`src/sv/vtm_pkg.sv`:
```
// Shared types, widths and codes of the virtual timer multiplexer.
`default_nettype none
package vtm_pkg;

   localparam int DEFAULT_TIMERS = 16;

   localparam int ID_W       = 5;
   localparam int TICK_W     = 32;
   localparam int COUNT_W    = 8;
   localparam int QCOUNT_W   = 6;
   localparam int MASK_W     = 32;
   localparam int CSR_IDX_W  = 4;
   localparam int CSR_DATA_W = 8;

   localparam logic [COUNT_W-1:0] RESET_MAX_INTERVAL = 8'd230;
   localparam logic [COUNT_W-1:0] RESET_MIN_LEAD     = 8'd3;

   // longest rejected repeat period, and the tick count below which a timer is due
   localparam logic [TICK_W-1:0] REPEAT_MIN = 32'd2;
   localparam logic [TICK_W-1:0] DUE_LIMIT  = 32'd3;

   localparam logic KIND_REPEAT  = 1'b0;
   localparam logic KIND_ONESHOT = 1'b1;

   localparam logic [CSR_IDX_W-1:0] CSR_MAX_INTERVAL = 4'd0;
   localparam logic [CSR_IDX_W-1:0] CSR_MIN_LEAD     = 4'd1;

   typedef enum logic [1:0] {
      OP_START = 2'd0,
      OP_STOP  = 2'd1,
      OP_FIRE  = 2'd2,
      OP_POP   = 2'd3
   } op_type;

   typedef enum logic [1:0] {
      STAT_OK       = 2'd0,
      STAT_REJECT   = 2'd1,
      STAT_EMPTY    = 2'd2,
      STAT_OVERFLOW = 2'd3
   } status_type;

   typedef struct packed {
      logic              kind;
      logic [TICK_W-1:0] reload;
      logic [TICK_W-1:0] rem;
   } entry_type;

   typedef struct packed {
      logic [TICK_W-1:0]  a;
      logic [TICK_W-1:0]  b;
      logic               sub;
      logic [COUNT_W-1:0] bound;
   } alu_op_type;

   typedef struct packed {
      logic [TICK_W-1:0] sum;
      logic              ult;
      logic              slt;
   } alu_res_type;

endpackage
`default_nettype wire

```
`src/sv/vtm_req_if.sv`:
```
// Request channel of the virtual timer multiplexer.
`default_nettype none
interface vtm_req_if;
   logic                          valid;
   logic                          ready;
   vtm_pkg::op_type               operation;
   logic [vtm_pkg::ID_W-1:0]      timer_id;
   logic                          timer_type;
   logic [vtm_pkg::TICK_W-1:0]    interval;
   logic [vtm_pkg::COUNT_W-1:0]   counter_value;

   modport source (output valid, operation, timer_id, timer_type, interval, counter_value,
                   input ready);
   modport sink (input valid, operation, timer_id, timer_type, interval, counter_value,
                 output ready);
endinterface
`default_nettype wire

```
`src/sv/vtm_rsp_if.sv`:
```
// Response channel of the virtual timer multiplexer.
`default_nettype none
interface vtm_rsp_if;
   logic                          valid;
   logic                          ready;
   vtm_pkg::status_type           status;
   logic [vtm_pkg::ID_W-1:0]      fired_id;
   logic [vtm_pkg::COUNT_W-1:0]   compare_interval;
   logic [vtm_pkg::MASK_W-1:0]    active_mask;
   logic [vtm_pkg::QCOUNT_W-1:0]  queue_count;

   modport source (output valid, status, fired_id, compare_interval, active_mask, queue_count,
                   input ready);
   modport sink (input valid, status, fired_id, compare_interval, active_mask, queue_count,
                 output ready);
endinterface
`default_nettype wire

```
`src/sv/vtm_csr_if.sv`:
```
// Register write channel of the virtual timer multiplexer.
`default_nettype none
interface vtm_csr_if;
   logic                            valid;
   logic                            ready;
   logic [vtm_pkg::CSR_IDX_W-1:0]   index;
   logic [vtm_pkg::CSR_DATA_W-1:0]  data;

   modport source (output valid, index, data, input ready);
   modport sink (input valid, index, data, output ready);
endinterface
`default_nettype wire

```
`src/sv/vtm_ram.sv`:
```
// Generic single-write, single-read RAM with registered read data.
`default_nettype none
module vtm_ram #(
   parameter int WIDTH = 8,
   parameter int DEPTH = 16,
   localparam int ADDR_W = (DEPTH > 1) ? $clog2(DEPTH) : 1
) (
   input  wire logic              clock,
   input  wire logic              wr_en,
   input  wire logic [ADDR_W-1:0] wr_addr,
   input  wire logic [WIDTH-1:0]  wr_data,
   input  wire logic [ADDR_W-1:0] rd_addr,
   output logic      [WIDTH-1:0]  rd_data
);

   logic [WIDTH-1:0] mem_ff [DEPTH];
   logic [WIDTH-1:0] rd_data_ff;

   always_ff @(posedge clock) begin
      if (wr_en) begin
         mem_ff[wr_addr] <= wr_data;
      end
      rd_data_ff <= mem_ff[rd_addr];
   end

   assign rd_data = rd_data_ff;

endmodule
`default_nettype wire

```
`src/sv/vtm_alu.sv`:
```
// Shared 32-bit add/subtract unit with a compare of the result against an 8-bit bound.
`default_nettype none
module vtm_alu (
   input  wire vtm_pkg::alu_op_type  op,
   output vtm_pkg::alu_res_type      res
);

   logic [vtm_pkg::TICK_W-1:0] b_eff;
   logic [vtm_pkg::TICK_W-1:0] sum;

   always_comb begin
      b_eff = op.sub ? ~op.b : op.b;
      sum   = op.a + b_eff + vtm_pkg::TICK_W'(op.sub);
      res.sum = sum;
      res.ult = sum < vtm_pkg::TICK_W'(op.bound);
      // bound is never negative, so a negative sum is always signed-below it
      res.slt = sum[vtm_pkg::TICK_W-1] | (sum < vtm_pkg::TICK_W'(op.bound));
   end

endmodule
`default_nettype wire

```
`src/sv/virtual_timer_multiplexer.sv`:
```
// Virtual timer multiplexer top level: sequencer, timer and fire-queue stores, response register.
// Start and stop: S_START or S_STOP, then S_OUT, which waits for a free response register and fills it.
// Pop: S_POP_WAIT, S_POP_TAKE, then S_OUT (one registered queue read).
// Fire: one pass over the entries, skipping idle ones; the shared adder charges and reloads each active one.
// One request at a time: the next is taken once the response has been registered.
// Synchronous reset: no timer active, empty queue, compare and max_interval 230, min_lead 3.
`default_nettype none
module virtual_timer_multiplexer #(
   parameter int TIMERS = vtm_pkg::DEFAULT_TIMERS
) (
   input wire logic clock,
   input wire logic reset,
   vtm_req_if.sink  req_ch,
   vtm_rsp_if.source rsp_ch,
   vtm_csr_if.sink  csr_ch
);

   localparam int IDX_W = (TIMERS > 1) ? $clog2(TIMERS) : 1;
   localparam int CNT_W = $clog2(TIMERS + 1);
   localparam logic [IDX_W-1:0] LAST_IDX = IDX_W'(TIMERS - 1);

   typedef enum logic [3:0] {
      S_IDLE,
      S_START,
      S_STOP,
      S_POP_WAIT,
      S_POP_TAKE,
      S_F_READ,
      S_F_SUB,
      S_F_ADJ,
      S_F_END,
      S_OUT
   } state_type;

   // ---------------------------------------------------------------- registers
   state_type                         state_ff, state_in;
   logic [vtm_pkg::ID_W-1:0]          id_ff, id_in;
   logic                              kind_req_ff, kind_req_in;
   logic [vtm_pkg::TICK_W-1:0]        ivl_ff, ivl_in;
   logic [vtm_pkg::COUNT_W-1:0]       cnt_ff, cnt_in;

   logic [vtm_pkg::COUNT_W-1:0]       max_int_ff, max_int_in;
   logic [vtm_pkg::COUNT_W-1:0]       min_lead_ff, min_lead_in;
   logic [vtm_pkg::COUNT_W-1:0]       cc_ff, cc_in;
   logic [vtm_pkg::MASK_W-1:0]        active_ff, active_in;
   logic [IDX_W-1:0]                  head_ff, head_in;
   logic [CNT_W-1:0]                  qsize_ff, qsize_in;

   logic [IDX_W-1:0]                  idx_ff, idx_in;
   logic [vtm_pkg::TICK_W-1:0]        diff_ff, diff_in;
   logic                              kind_ff, kind_in;
   logic [vtm_pkg::TICK_W-1:0]        reload_ff, reload_in;
   logic [vtm_pkg::COUNT_W-1:0]       min_ff, min_in;
   vtm_pkg::status_type               status_ff, status_in;
   logic [vtm_pkg::ID_W-1:0]          fired_ff, fired_in;

   logic                              rsp_valid_ff, rsp_valid_in;
   vtm_pkg::status_type               rsp_status_ff, rsp_status_in;
   logic [vtm_pkg::ID_W-1:0]          rsp_fired_ff, rsp_fired_in;
   logic [vtm_pkg::COUNT_W-1:0]       rsp_cc_ff, rsp_cc_in;
   logic [vtm_pkg::MASK_W-1:0]        rsp_mask_ff, rsp_mask_in;
   logic [vtm_pkg::QCOUNT_W-1:0]      rsp_count_ff, rsp_count_in;

   // ---------------------------------------------------------------- stores
   logic                              tram_wr_en;
   logic [IDX_W-1:0]                  tram_wr_addr;
   vtm_pkg::entry_type                tram_wr_data;
   vtm_pkg::entry_type                tram_rd_data;

   logic                              qram_wr_en;
   logic [IDX_W-1:0]                  qram_wr_addr;
   logic [vtm_pkg::ID_W-1:0]          qram_rd_data;

   vtm_pkg::alu_op_type               alu_op;
   vtm_pkg::alu_res_type              alu_res;

   // per-timer state: kind, reload period and remaining ticks in one word
   vtm_ram #(
      .WIDTH ($bits(vtm_pkg::entry_type)),
      .DEPTH (TIMERS)
   ) u_timer_ram (
      .clock   (clock),
      .wr_en   (tram_wr_en),
      .wr_addr (tram_wr_addr),
      .wr_data (tram_wr_data),
      .rd_addr (idx_ff),
      .rd_data (tram_rd_data)
   );

   // fired-id ring; always read at the head
   vtm_ram #(
      .WIDTH (vtm_pkg::ID_W),
      .DEPTH (TIMERS)
   ) u_fire_queue (
      .clock   (clock),
      .wr_en   (qram_wr_en),
      .wr_addr (qram_wr_addr),
      .wr_data (vtm_pkg::ID_W'(idx_ff)),
      .rd_addr (head_ff),
      .rd_data (qram_rd_data)
   );

   vtm_alu u_alu (
      .op  (alu_op),
      .res (alu_res)
   );

   // ---------------------------------------------------------------- handshakes
   logic req_take;
   logic csr_take;

   assign req_ch.ready = (state_ff == S_IDLE);
   assign req_take     = req_ch.valid && req_ch.ready;
   assign csr_ch.ready = 1'b1;
   assign csr_take     = csr_ch.valid && csr_ch.ready;

   assign rsp_ch.valid            = rsp_valid_ff;
   assign rsp_ch.status           = rsp_status_ff;
   assign rsp_ch.fired_id         = rsp_fired_ff;
   assign rsp_ch.compare_interval = rsp_cc_ff;
   assign rsp_ch.active_mask      = rsp_mask_ff;
   assign rsp_ch.queue_count      = rsp_count_ff;

   // ---------------------------------------------------------------- helpers
   logic                        id_ok;
   logic [CNT_W:0]              tail_sum;
   logic [IDX_W-1:0]            tail;
   logic                        due;
   logic                        keep;
   logic [vtm_pkg::COUNT_W:0]   floor_sum;
   logic [vtm_pkg::COUNT_W-1:0] floor_val;
   logic [vtm_pkg::COUNT_W:0]   charge;

   always_comb begin
      id_ok = {1'b0, id_ff} < (vtm_pkg::ID_W + 1)'(TIMERS);

      // tail = (head + size) mod TIMERS; the sum stays below twice TIMERS
      tail_sum = (CNT_W + 1)'(head_ff) + (CNT_W + 1)'(qsize_ff);
      if (tail_sum >= (CNT_W + 1)'(TIMERS)) begin
         tail = IDX_W'(tail_sum - (CNT_W + 1)'(TIMERS));
      end else begin
         tail = IDX_W'(tail_sum);
      end

      due  = $signed(diff_ff) < $signed(vtm_pkg::DUE_LIMIT);
      keep = !(due && (kind_ff == vtm_pkg::KIND_ONESHOT));

      // lead over the free counter saturates at the top of the 8-bit range
      floor_sum = {1'b0, cnt_ff} + {1'b0, min_lead_ff};
      floor_val = floor_sum[vtm_pkg::COUNT_W] ? '1 : floor_sum[vtm_pkg::COUNT_W-1:0];

      charge = {1'b0, cc_ff} + (vtm_pkg::COUNT_W + 1)'(1);
   end

   // ---------------------------------------------------------------- sequencer
   always_comb begin
      state_in      = state_ff;
      id_in         = id_ff;
      kind_req_in   = kind_req_ff;
      ivl_in        = ivl_ff;
      cnt_in        = cnt_ff;
      max_int_in    = max_int_ff;
      min_lead_in   = min_lead_ff;
      cc_in         = cc_ff;
      active_in     = active_ff;
      head_in       = head_ff;
      qsize_in      = qsize_ff;
      idx_in        = idx_ff;
      diff_in       = diff_ff;
      kind_in       = kind_ff;
      reload_in     = reload_ff;
      min_in        = min_ff;
      status_in     = status_ff;
      fired_in      = fired_ff;
      rsp_valid_in  = rsp_valid_ff && !rsp_ch.ready;
      rsp_status_in = rsp_status_ff;
      rsp_fired_in  = rsp_fired_ff;
      rsp_cc_in     = rsp_cc_ff;
      rsp_mask_in   = rsp_mask_ff;
      rsp_count_in  = rsp_count_ff;

      tram_wr_en    = 1'b0;
      tram_wr_addr  = idx_ff;
      tram_wr_data  = '{kind: kind_ff, reload: reload_ff, rem: alu_res.sum};
      qram_wr_en    = 1'b0;
      qram_wr_addr  = tail;

      alu_op = '{a: diff_ff, b: '0, sub: 1'b0, bound: min_ff};

      // the user must send configuration writes only while idle; the block itself does not enforce it
      if (csr_take) begin
         case (csr_ch.index)
            vtm_pkg::CSR_MAX_INTERVAL: max_int_in  = csr_ch.data;
            vtm_pkg::CSR_MIN_LEAD:     min_lead_in = csr_ch.data;
            default: ;
         endcase
      end

      case (state_ff)
         S_IDLE: begin
            if (req_take) begin
               id_in       = req_ch.timer_id;
               kind_req_in = req_ch.timer_type;
               ivl_in      = req_ch.interval;
               cnt_in      = req_ch.counter_value;
               status_in   = vtm_pkg::STAT_OK;
               fired_in    = '0;
               idx_in      = '0;
               min_in      = max_int_ff;
               case (req_ch.operation)
                  vtm_pkg::OP_START: state_in = S_START;
                  vtm_pkg::OP_STOP:  state_in = S_STOP;
                  vtm_pkg::OP_FIRE:  state_in = S_F_READ;
                  vtm_pkg::OP_POP:   state_in = S_POP_WAIT;
                  default:           state_in = S_IDLE;
               endcase
            end
         end

         S_START: begin
            // remaining = interval + counter; shorten the compare if it falls below
            alu_op = '{a: ivl_ff, b: vtm_pkg::TICK_W'(cnt_ff), sub: 1'b0, bound: cc_ff};
            if (!id_ok || (kind_req_ff == vtm_pkg::KIND_REPEAT && ivl_ff <= vtm_pkg::REPEAT_MIN))
            begin
               status_in = vtm_pkg::STAT_REJECT;
            end else begin
               tram_wr_en   = 1'b1;
               tram_wr_addr = IDX_W'(id_ff);
               tram_wr_data = '{kind: kind_req_ff, reload: ivl_ff, rem: alu_res.sum};
               active_in[id_ff] = 1'b1;
               if (alu_res.ult) begin
                  cc_in = alu_res.sum[vtm_pkg::COUNT_W-1:0];
               end
            end
            state_in = S_OUT;
         end

         S_STOP: begin
            if (!id_ok || !active_ff[id_ff]) begin
               status_in = vtm_pkg::STAT_REJECT;
            end else begin
               active_in[id_ff] = 1'b0;
            end
            state_in = S_OUT;
         end

         S_POP_WAIT: begin
            // head entry is read this cycle
            state_in = S_POP_TAKE;
         end

         S_POP_TAKE: begin
            if (qsize_ff == '0) begin
               status_in = vtm_pkg::STAT_EMPTY;
            end else begin
               fired_in = qram_rd_data;
               head_in  = (head_ff == LAST_IDX) ? '0 : head_ff + IDX_W'(1);
               qsize_in = qsize_ff - CNT_W'(1);
            end
            state_in = S_OUT;
         end

         S_F_READ: begin
            // skip idle entries here; the read of this entry is in flight
            if (active_ff[vtm_pkg::ID_W'(idx_ff)]) begin
               state_in = S_F_SUB;
            end else if (idx_ff == LAST_IDX) begin
               state_in = S_F_END;
            end else begin
               idx_in = idx_ff + IDX_W'(1);
            end
         end

         S_F_SUB: begin
            // charge compare+1 ticks
            alu_op = '{a: tram_rd_data.rem, b: vtm_pkg::TICK_W'(charge), sub: 1'b1,
                       bound: min_ff};
            diff_in   = alu_res.sum;
            kind_in   = tram_rd_data.kind;
            reload_in = tram_rd_data.reload;
            state_in  = S_F_ADJ;
         end

         S_F_ADJ: begin
            // reload a due repeating timer, queue a due id, write back, and fold into the minimum
            alu_op = '{a: diff_ff,
                       b: (due && kind_ff == vtm_pkg::KIND_REPEAT) ? reload_ff : '0,
                       sub: 1'b0, bound: min_ff};
            tram_wr_en = 1'b1;
            if (due) begin
               if (kind_ff == vtm_pkg::KIND_ONESHOT) begin
                  active_in[vtm_pkg::ID_W'(idx_ff)] = 1'b0;
               end
               if (qsize_ff < CNT_W'(TIMERS)) begin
                  qram_wr_en = 1'b1;
                  qsize_in   = qsize_ff + CNT_W'(1);
               end else begin
                  status_in = vtm_pkg::STAT_OVERFLOW;
               end
            end
            if (keep && alu_res.slt) begin
               min_in = alu_res.sum[vtm_pkg::TICK_W-1] ? '0 :
                        alu_res.sum[vtm_pkg::COUNT_W-1:0];
            end
            if (idx_ff == LAST_IDX) begin
               state_in = S_F_END;
            end else begin
               idx_in   = idx_ff + IDX_W'(1);
               state_in = S_F_READ;
            end
         end

         S_F_END: begin
            // nearest deadline, held to the lead over the free counter; max_interval if no timer is active
            if (active_ff != '0) begin
               cc_in = (min_ff < floor_val) ? floor_val : min_ff;
            end else begin
               cc_in = max_int_ff;
            end
            state_in = S_OUT;
         end

         S_OUT: begin
            // hold until the response register is free
            if (!rsp_valid_ff || rsp_ch.ready) begin
               rsp_valid_in  = 1'b1;
               rsp_status_in = status_ff;
               rsp_fired_in  = fired_ff;
               rsp_cc_in     = cc_ff;
               rsp_mask_in   = active_ff;
               rsp_count_in  = vtm_pkg::QCOUNT_W'(qsize_ff);
               state_in      = S_IDLE;
            end
         end

         default: state_in = S_IDLE;
      endcase
   end

   always_ff @(posedge clock) begin
      if (reset) begin
         state_ff     <= S_IDLE;
         max_int_ff   <= vtm_pkg::RESET_MAX_INTERVAL;
         min_lead_ff  <= vtm_pkg::RESET_MIN_LEAD;
         cc_ff        <= vtm_pkg::RESET_MAX_INTERVAL;
         active_ff    <= '0;
         head_ff      <= '0;
         qsize_ff     <= '0;
         rsp_valid_ff <= 1'b0;
         rsp_mask_ff  <= '0;
      end else begin
         state_ff     <= state_in;
         max_int_ff   <= max_int_in;
         min_lead_ff  <= min_lead_in;
         cc_ff        <= cc_in;
         active_ff    <= active_in;
         head_ff      <= head_in;
         qsize_ff     <= qsize_in;
         rsp_valid_ff <= rsp_valid_in;
         rsp_mask_ff  <= rsp_mask_in;
      end
      id_ff         <= id_in;
      kind_req_ff   <= kind_req_in;
      ivl_ff        <= ivl_in;
      cnt_ff        <= cnt_in;
      idx_ff        <= idx_in;
      diff_ff       <= diff_in;
      kind_ff       <= kind_in;
      reload_ff     <= reload_in;
      min_ff        <= min_in;
      status_ff     <= status_in;
      fired_ff      <= fired_in;
      rsp_status_ff <= rsp_status_in;
      rsp_fired_ff  <= rsp_fired_in;
      rsp_cc_ff     <= rsp_cc_in;
      rsp_count_ff  <= rsp_count_in;
   end

   // ---------------------------------------------------------------- assertions
   a_queue_bound: assert property (@(posedge clock) disable iff (reset)
      qsize_ff <= CNT_W'(TIMERS))
      else $error("fire queue holds more ids than timers");

   a_mask_range: assert property (@(posedge clock) disable iff (reset)
      (active_ff >> TIMERS) == '0)
      else $error("active bit set beyond the timer count");

   a_queue_step: assert property (@(posedge clock) disable iff (reset)
      1'b1 |=> (qsize_ff == $past(qsize_ff) || qsize_ff == $past(qsize_ff) + CNT_W'(1) ||
                qsize_ff + CNT_W'(1) == $past(qsize_ff)))
      else $error("queue size moved by more than one in a cycle");

   a_rsp_source: assert property (@(posedge clock) disable iff (reset)
      $rose(rsp_valid_ff) |-> $past(state_ff == S_OUT))
      else $error("response raised outside the output state");

   a_busy_holds_rsp: assert property (@(posedge clock) disable iff (reset)
      (state_ff != S_OUT && state_ff != S_IDLE) |=> (rsp_mask_ff == $past(rsp_mask_ff)))
      else $error("response register changed while a request was in progress");

endmodule
`default_nettype wire

```
`src/flat_wrapper.sv`:
```
// flat-port wrapper written by rule: the top's interface ports become plain ports
module virtual_timer_multiplexer_flat 
#(
   parameter int TIMERS = vtm_pkg::DEFAULT_TIMERS
)
  (clock, reset, req_ch_valid, req_ch_operation, req_ch_timer_id, req_ch_timer_type, req_ch_interval, req_ch_counter_value, req_ch_ready, rsp_ch_valid, rsp_ch_status, rsp_ch_fired_id, rsp_ch_compare_interval, rsp_ch_active_mask, rsp_ch_queue_count, rsp_ch_ready, csr_ch_valid, csr_ch_index, csr_ch_data, csr_ch_ready);
  vtm_req_if req_ch_i ();
  vtm_rsp_if rsp_ch_i ();
  vtm_csr_if csr_ch_i ();
  input wire logic clock;
  input wire logic reset;
  input wire logic [$bits(req_ch_i.valid)-1:0] req_ch_valid;
  input wire logic [$bits(req_ch_i.operation)-1:0] req_ch_operation;
  input wire logic [$bits(req_ch_i.timer_id)-1:0] req_ch_timer_id;
  input wire logic [$bits(req_ch_i.timer_type)-1:0] req_ch_timer_type;
  input wire logic [$bits(req_ch_i.interval)-1:0] req_ch_interval;
  input wire logic [$bits(req_ch_i.counter_value)-1:0] req_ch_counter_value;
  output wire logic [$bits(req_ch_i.ready)-1:0] req_ch_ready;
  output wire logic [$bits(rsp_ch_i.valid)-1:0] rsp_ch_valid;
  output wire logic [$bits(rsp_ch_i.status)-1:0] rsp_ch_status;
  output wire logic [$bits(rsp_ch_i.fired_id)-1:0] rsp_ch_fired_id;
  output wire logic [$bits(rsp_ch_i.compare_interval)-1:0] rsp_ch_compare_interval;
  output wire logic [$bits(rsp_ch_i.active_mask)-1:0] rsp_ch_active_mask;
  output wire logic [$bits(rsp_ch_i.queue_count)-1:0] rsp_ch_queue_count;
  input wire logic [$bits(rsp_ch_i.ready)-1:0] rsp_ch_ready;
  input wire logic [$bits(csr_ch_i.valid)-1:0] csr_ch_valid;
  input wire logic [$bits(csr_ch_i.index)-1:0] csr_ch_index;
  input wire logic [$bits(csr_ch_i.data)-1:0] csr_ch_data;
  output wire logic [$bits(csr_ch_i.ready)-1:0] csr_ch_ready;
  assign req_ch_i.valid = req_ch_valid;
  assign req_ch_i.operation = req_ch_operation;
  assign req_ch_i.timer_id = req_ch_timer_id;
  assign req_ch_i.timer_type = req_ch_timer_type;
  assign req_ch_i.interval = req_ch_interval;
  assign req_ch_i.counter_value = req_ch_counter_value;
  assign req_ch_ready = req_ch_i.ready;
  assign rsp_ch_valid = rsp_ch_i.valid;
  assign rsp_ch_status = rsp_ch_i.status;
  assign rsp_ch_fired_id = rsp_ch_i.fired_id;
  assign rsp_ch_compare_interval = rsp_ch_i.compare_interval;
  assign rsp_ch_active_mask = rsp_ch_i.active_mask;
  assign rsp_ch_queue_count = rsp_ch_i.queue_count;
  assign rsp_ch_i.ready = rsp_ch_ready;
  assign csr_ch_i.valid = csr_ch_valid;
  assign csr_ch_i.index = csr_ch_index;
  assign csr_ch_i.data = csr_ch_data;
  assign csr_ch_ready = csr_ch_i.ready;
  virtual_timer_multiplexer #(.TIMERS(TIMERS)) u_core (.clock(clock), .reset(reset), .req_ch(req_ch_i), .rsp_ch(rsp_ch_i), .csr_ch(csr_ch_i));
endmodule
```
`config.mk`:
```
export PLATFORM = sky130hd
export DESIGN_NAME = virtual_timer_multiplexer_flat
export DESIGN_NICKNAME = d
export VERILOG_FILES = /design/src/sv/vtm_pkg.sv /design/src/sv/vtm_req_if.sv /design/src/sv/vtm_rsp_if.sv /design/src/sv/vtm_csr_if.sv /design/src/sv/vtm_ram.sv /design/src/sv/vtm_alu.sv /design/src/sv/virtual_timer_multiplexer.sv /design/src/flat_wrapper.sv
export SDC_FILE = /design/constraint.sdc
export NUM_CORES = 2
export LEC_CHECK = 0
export BUFFER_PORTS_ARGS = -buffer_cell sky130_fd_sc_hd__buf_2
export CORE_UTILIZATION = 67
export DETAILED_ROUTE_END_ITERATION = 7
export PLACE_DENSITY = 0.84
export SLEW_MARGIN = 20
export SYNTH_ARGS = -nofsm -noshare
export SYNTH_HDL_FRONTEND = slang
export SYNTH_SLANG_ARGS = --single-unit
```
`constraint.sdc`:
```
create_clock -name clock -period 21.2 [get_ports clock]
set_input_delay 2.12 -clock clock [delete_from_list [all_inputs] [get_ports clock]]
set_output_delay 2.12 -clock clock [all_outputs]
set_load 0.02 [all_outputs]
```
==> impl_metrics.py <==
metrics = {
    "run": {
        "maxCapViolations": 0,
    },
    "grt": {
        "antenna_found_initial": 6,
        "grt_pass1_vias": 32990,
        "grt_max_degree": 118,
        "grt_overflow": 0,
        "grt_pass1_wl_um": 218900,
        "grt_usage": 0.3571,
    },
    "final_layout": {
        "final_layout_size_suffix_gt1_frac": 0.2429,
        "layout_common_cells": "1252 x edfxtp_1, 354 x mux4_2, 246 x nand2_1",
        "area_delta_synth_final_pct": 12.01,
        "layout_commonest_cell": "edfxtp_1",
        "nets": 3463,
    },
    "die": {
        "die_x_um": 294.2,
        "start_util": 0.6802,
        "die_area_um2": 86540,
        "die_h_um": 294.2,
        "row_count": 106,
        "ios": 121,
        "core_um2": 84090,
    },
    "sta": {
        "max_freq_mhz": 112.9,
        "setup_tns_ns": 0,
        "report.final.slew_viol_count": 0,
        "rsz0062_at_grt": "false",
        "fin_crit_sh": 0.4178,
        "max_slew.worst_pin.slew_ns": 1.110,
        "hold_viol": 0,
        "fin_crit_ns": 8.857,
        "setup_viol": 0,
        "timing.hold.ws_ns": 0.4068,
        "finClkSkew_ns": 0.03729,
        "maxSlewHeadroom": 0.2597,
    },
    "detailed_routing": {
        "routed_wl_um": 151400,
        "vias": 32690,
        "drt-initial-drc-count": 4267,
        "viasPerCell": 7.137,
        "firstDrtPassIters": 7,
        "wl_per_cell_um": 33.04,
        "drt_drc_violations_left": 0,
        "ant_nets": 0,
    },
    "place": {
        "gp_congestion": 0.9704,
        "hpwl_um": 82170,
        "portBuffers": 117,
    },
    "critical_path": {
        "critPathArrivalTime_ns": 9.23,
        "max_stage_delay_ns": 0.79,
        "cp-end-kind": "register",
        "criticalPathCategory": "register to register",
        "crit_buf_inv": 4,
        "path_cells": "nand4bb_1 -> buf_4 -> inv_4 -> buf_4 -> a22oi_1 -> nand2_1 -> ha_1 -> nand4_1 -> nor3_1 -> or2_2 -> a21oi_1 -> xnor2_1 -> inv_1 -> ha_1 -> a21o_1 -> a21oi_1 -> o22ai_1 -> or4_1 -> a2111o_1 -> or4b_1 -> or4_4 -> nor4_1 -> a21oi_1 -> o21ai_1",
        "crit_top_cell": "a21oi_1",
        "cp_slowest_cell": "buf_4",
        "worstSetupStartpointType": "register",
        "path_delay_family": "simple AND/OR/NAND/NOR gates",
        "worstPathRequired_ns": 21.57,
        "worstPathMaxFanout": 61,
    },
    "clock_network": {
        "clk_pin_slew_worst_paths_ns": 0.06,
        "cts_setup_buffers": 0,
        "ctsLongestPathBuffers": 3,
        "cts_tree": "done",
        "clk_latency_ns": 0.76,
        "numClockSinks": 1423,
        "ctsResizeCount": 0,
        "numCtsBuffers": 138,
        "cts_root_buffer": "clkbuf_16",
        "hold_buffers": 0,
        "cts-htree-levels": 4,
    },
    "logic_synthesis": {
        "synth.largest_area_cell": "edfxtp_1",
        "synth_area_leaders": "edfxtp_1 66%, mux4_2 14%, dfxtp_1 6.0%, nand2_1 1.6%, ha_1 1.4%",
        "synth_cells": 3161,
        "avgSynthCellArea_um2": 18.09,
        "synthArstFlopShare": 0,
        "ys_types": 84,
        "synth-edff-count": 1252,
        "seq_area_frac_synth": 0.7172,
        "ys_ff_latch": 1423,
        "yosys_most_used_dff": "edfxtp_1",
        "synth_area_um2": 57190,
        "synth_top_area_frac": 0.6573,
        "ys_warn_count": 0,
    },
    "outcome": {
        "status": "finished, final reports clean",
    },
    "pwr": {
        "peakVddDrop_mv": 0.09098,
        "leakagePower_nw": 21.33,
        "powerDensity_nw_per_um2": 121.8,
    },
    "worst_hold_path": {
        "hp-class": "register to register",
    },
}
[synth_stat cells, drive strengths merged (34+ instances only)]
cell / instances
a21oi: 151
a22oi: 34
buf: 48
clkbuf: 116
dfxtp: 171
edfxtp: 1252
ha: 65
inv: 37
mux2: 36
mux4: 354
nand2: 246
nor2: 131
nor3: 55
o21ai: 37
[worst reg2reg max path, cell delays in order (launching register included)]
cell and delay, ns:
dfxtp_1 0.78, nand4bb_1 0.17, buf_4 0.28, inv_4 0.53
buf_4 0.80, a22oi_1 0.23, nand2_1 0.13, ha_1 0.30
nand4_1 0.27, nor3_1 0.11, or2_2 0.29, a21oi_1 0.23
xnor2_1 0.16, inv_1 0.49, ha_1 0.36, a21o_1 0.16
a21oi_1 0.17, o22ai_1 0.10, or4_1 0.43, a2111o_1 0.39
or4b_1 0.51, or4_4 0.52, nor4_1 0.30, a21oi_1 0.17
o21ai_1 0.60
[cells by family (layout without fill, tap and decap cells)]
kind of cell / Yosys count / count (layout) / synth area share
buf+inv: 202 / 482 / 0.01396
simple gates: 616 / 616 / 0.05029
other cells: 2 / 8 / 0.0001313
flops: 1423 / 1423 / 0.7172
fa+ha+maj: 69 / 69 / 0.01562
compound gates: 379 / 379 / 0.04336
xor+xnor: 47 / 47 / 0.007197
mux: 423 / 423 / 0.1523
[routing by layer]
metal  wire, um  vias up  global-route usage
met5         24        -                   0
met4       7133        4              0.1658
met3      17430      476             0.08950
met2      72640     2521              0.5605
met1      54130    16560              0.4774
li1           -    13130                   -
[final cells by class]
| cell class | instances | area [um^2] |
|---|---|---|
| clock buffer | 207 | 3970 |
| timing repair buffer | 191 | 1271 |
| inverter | 38 | 145.1 |
| sequential | 1423 | 41020 |
| fill | 4416 | 20020 |
| clock inverter | 46 | 609.3 |
| multi-input combinational | 1537 | 15620 |
| antenna | 5 | 12.51 |
| tap | 1134 | 1419 |
[power breakdown]
group	leakage, nW	internal, mW	switching, mW
clock	2.21	1.45	1.05
combinational	6.41	0.645	1.03
sequential	12.7	3.47	0.158
total	21.3	5.56	2.24
[registers in the layout (all words and copies together) (netlist names), 8 cells and up]
signal                          count
u_core.max_int_ff                   8
u_core.min_ff                       8
u_core.u_timer_ram.rd_data         65
u_core.rsp_ch.compare_interval      8
u_core.ivl_ff                      32
u_core.min_lead_ff                  8
u_core.cc_ff                        8
u_core.diff_ff                     32
u_core.cnt_ff                       8
u_core.u_fire_queue.mem_ff         64
u_core.active_ff                   32
u_core.reload_ff                   32
u_core.rsp_ch.active_mask          32
u_core.u_timer_ram.mem_ff        1040
[metrics by stage]
stage	instance area, um^2	worst slack (ns)	utilization	instances	power [mW]
floorplan	57200	12.32	-	3162	4.724
finish	64060	12.34	0.7619	4581	7.801
global placement	59250	12.72	0.7047	4317	5.215
detailed placement	59300	12.26	0.7052	4319	5.276
global route	64050	12.00	0.7617	4576	8.006
CTS	63880	12.22	0.7597	4572	7.768
[final timing paths]
check,endpoint,slack (ns),start,cells past startpoint
min reg2reg,u_core.reload_ff[28],0.41,u_core.u_timer_ram.rd_data[60],0
min,u_core.reload_ff[28],0.41,u_core.u_timer_ram.rd_data[60],0
max,u_core.min_ff[1],12.34,u_core.state_ff[1],24
max reg2reg,u_core.min_ff[1],12.34,u_core.state_ff[1],24
Note: power is estimated with default switching activity, not from simulation.
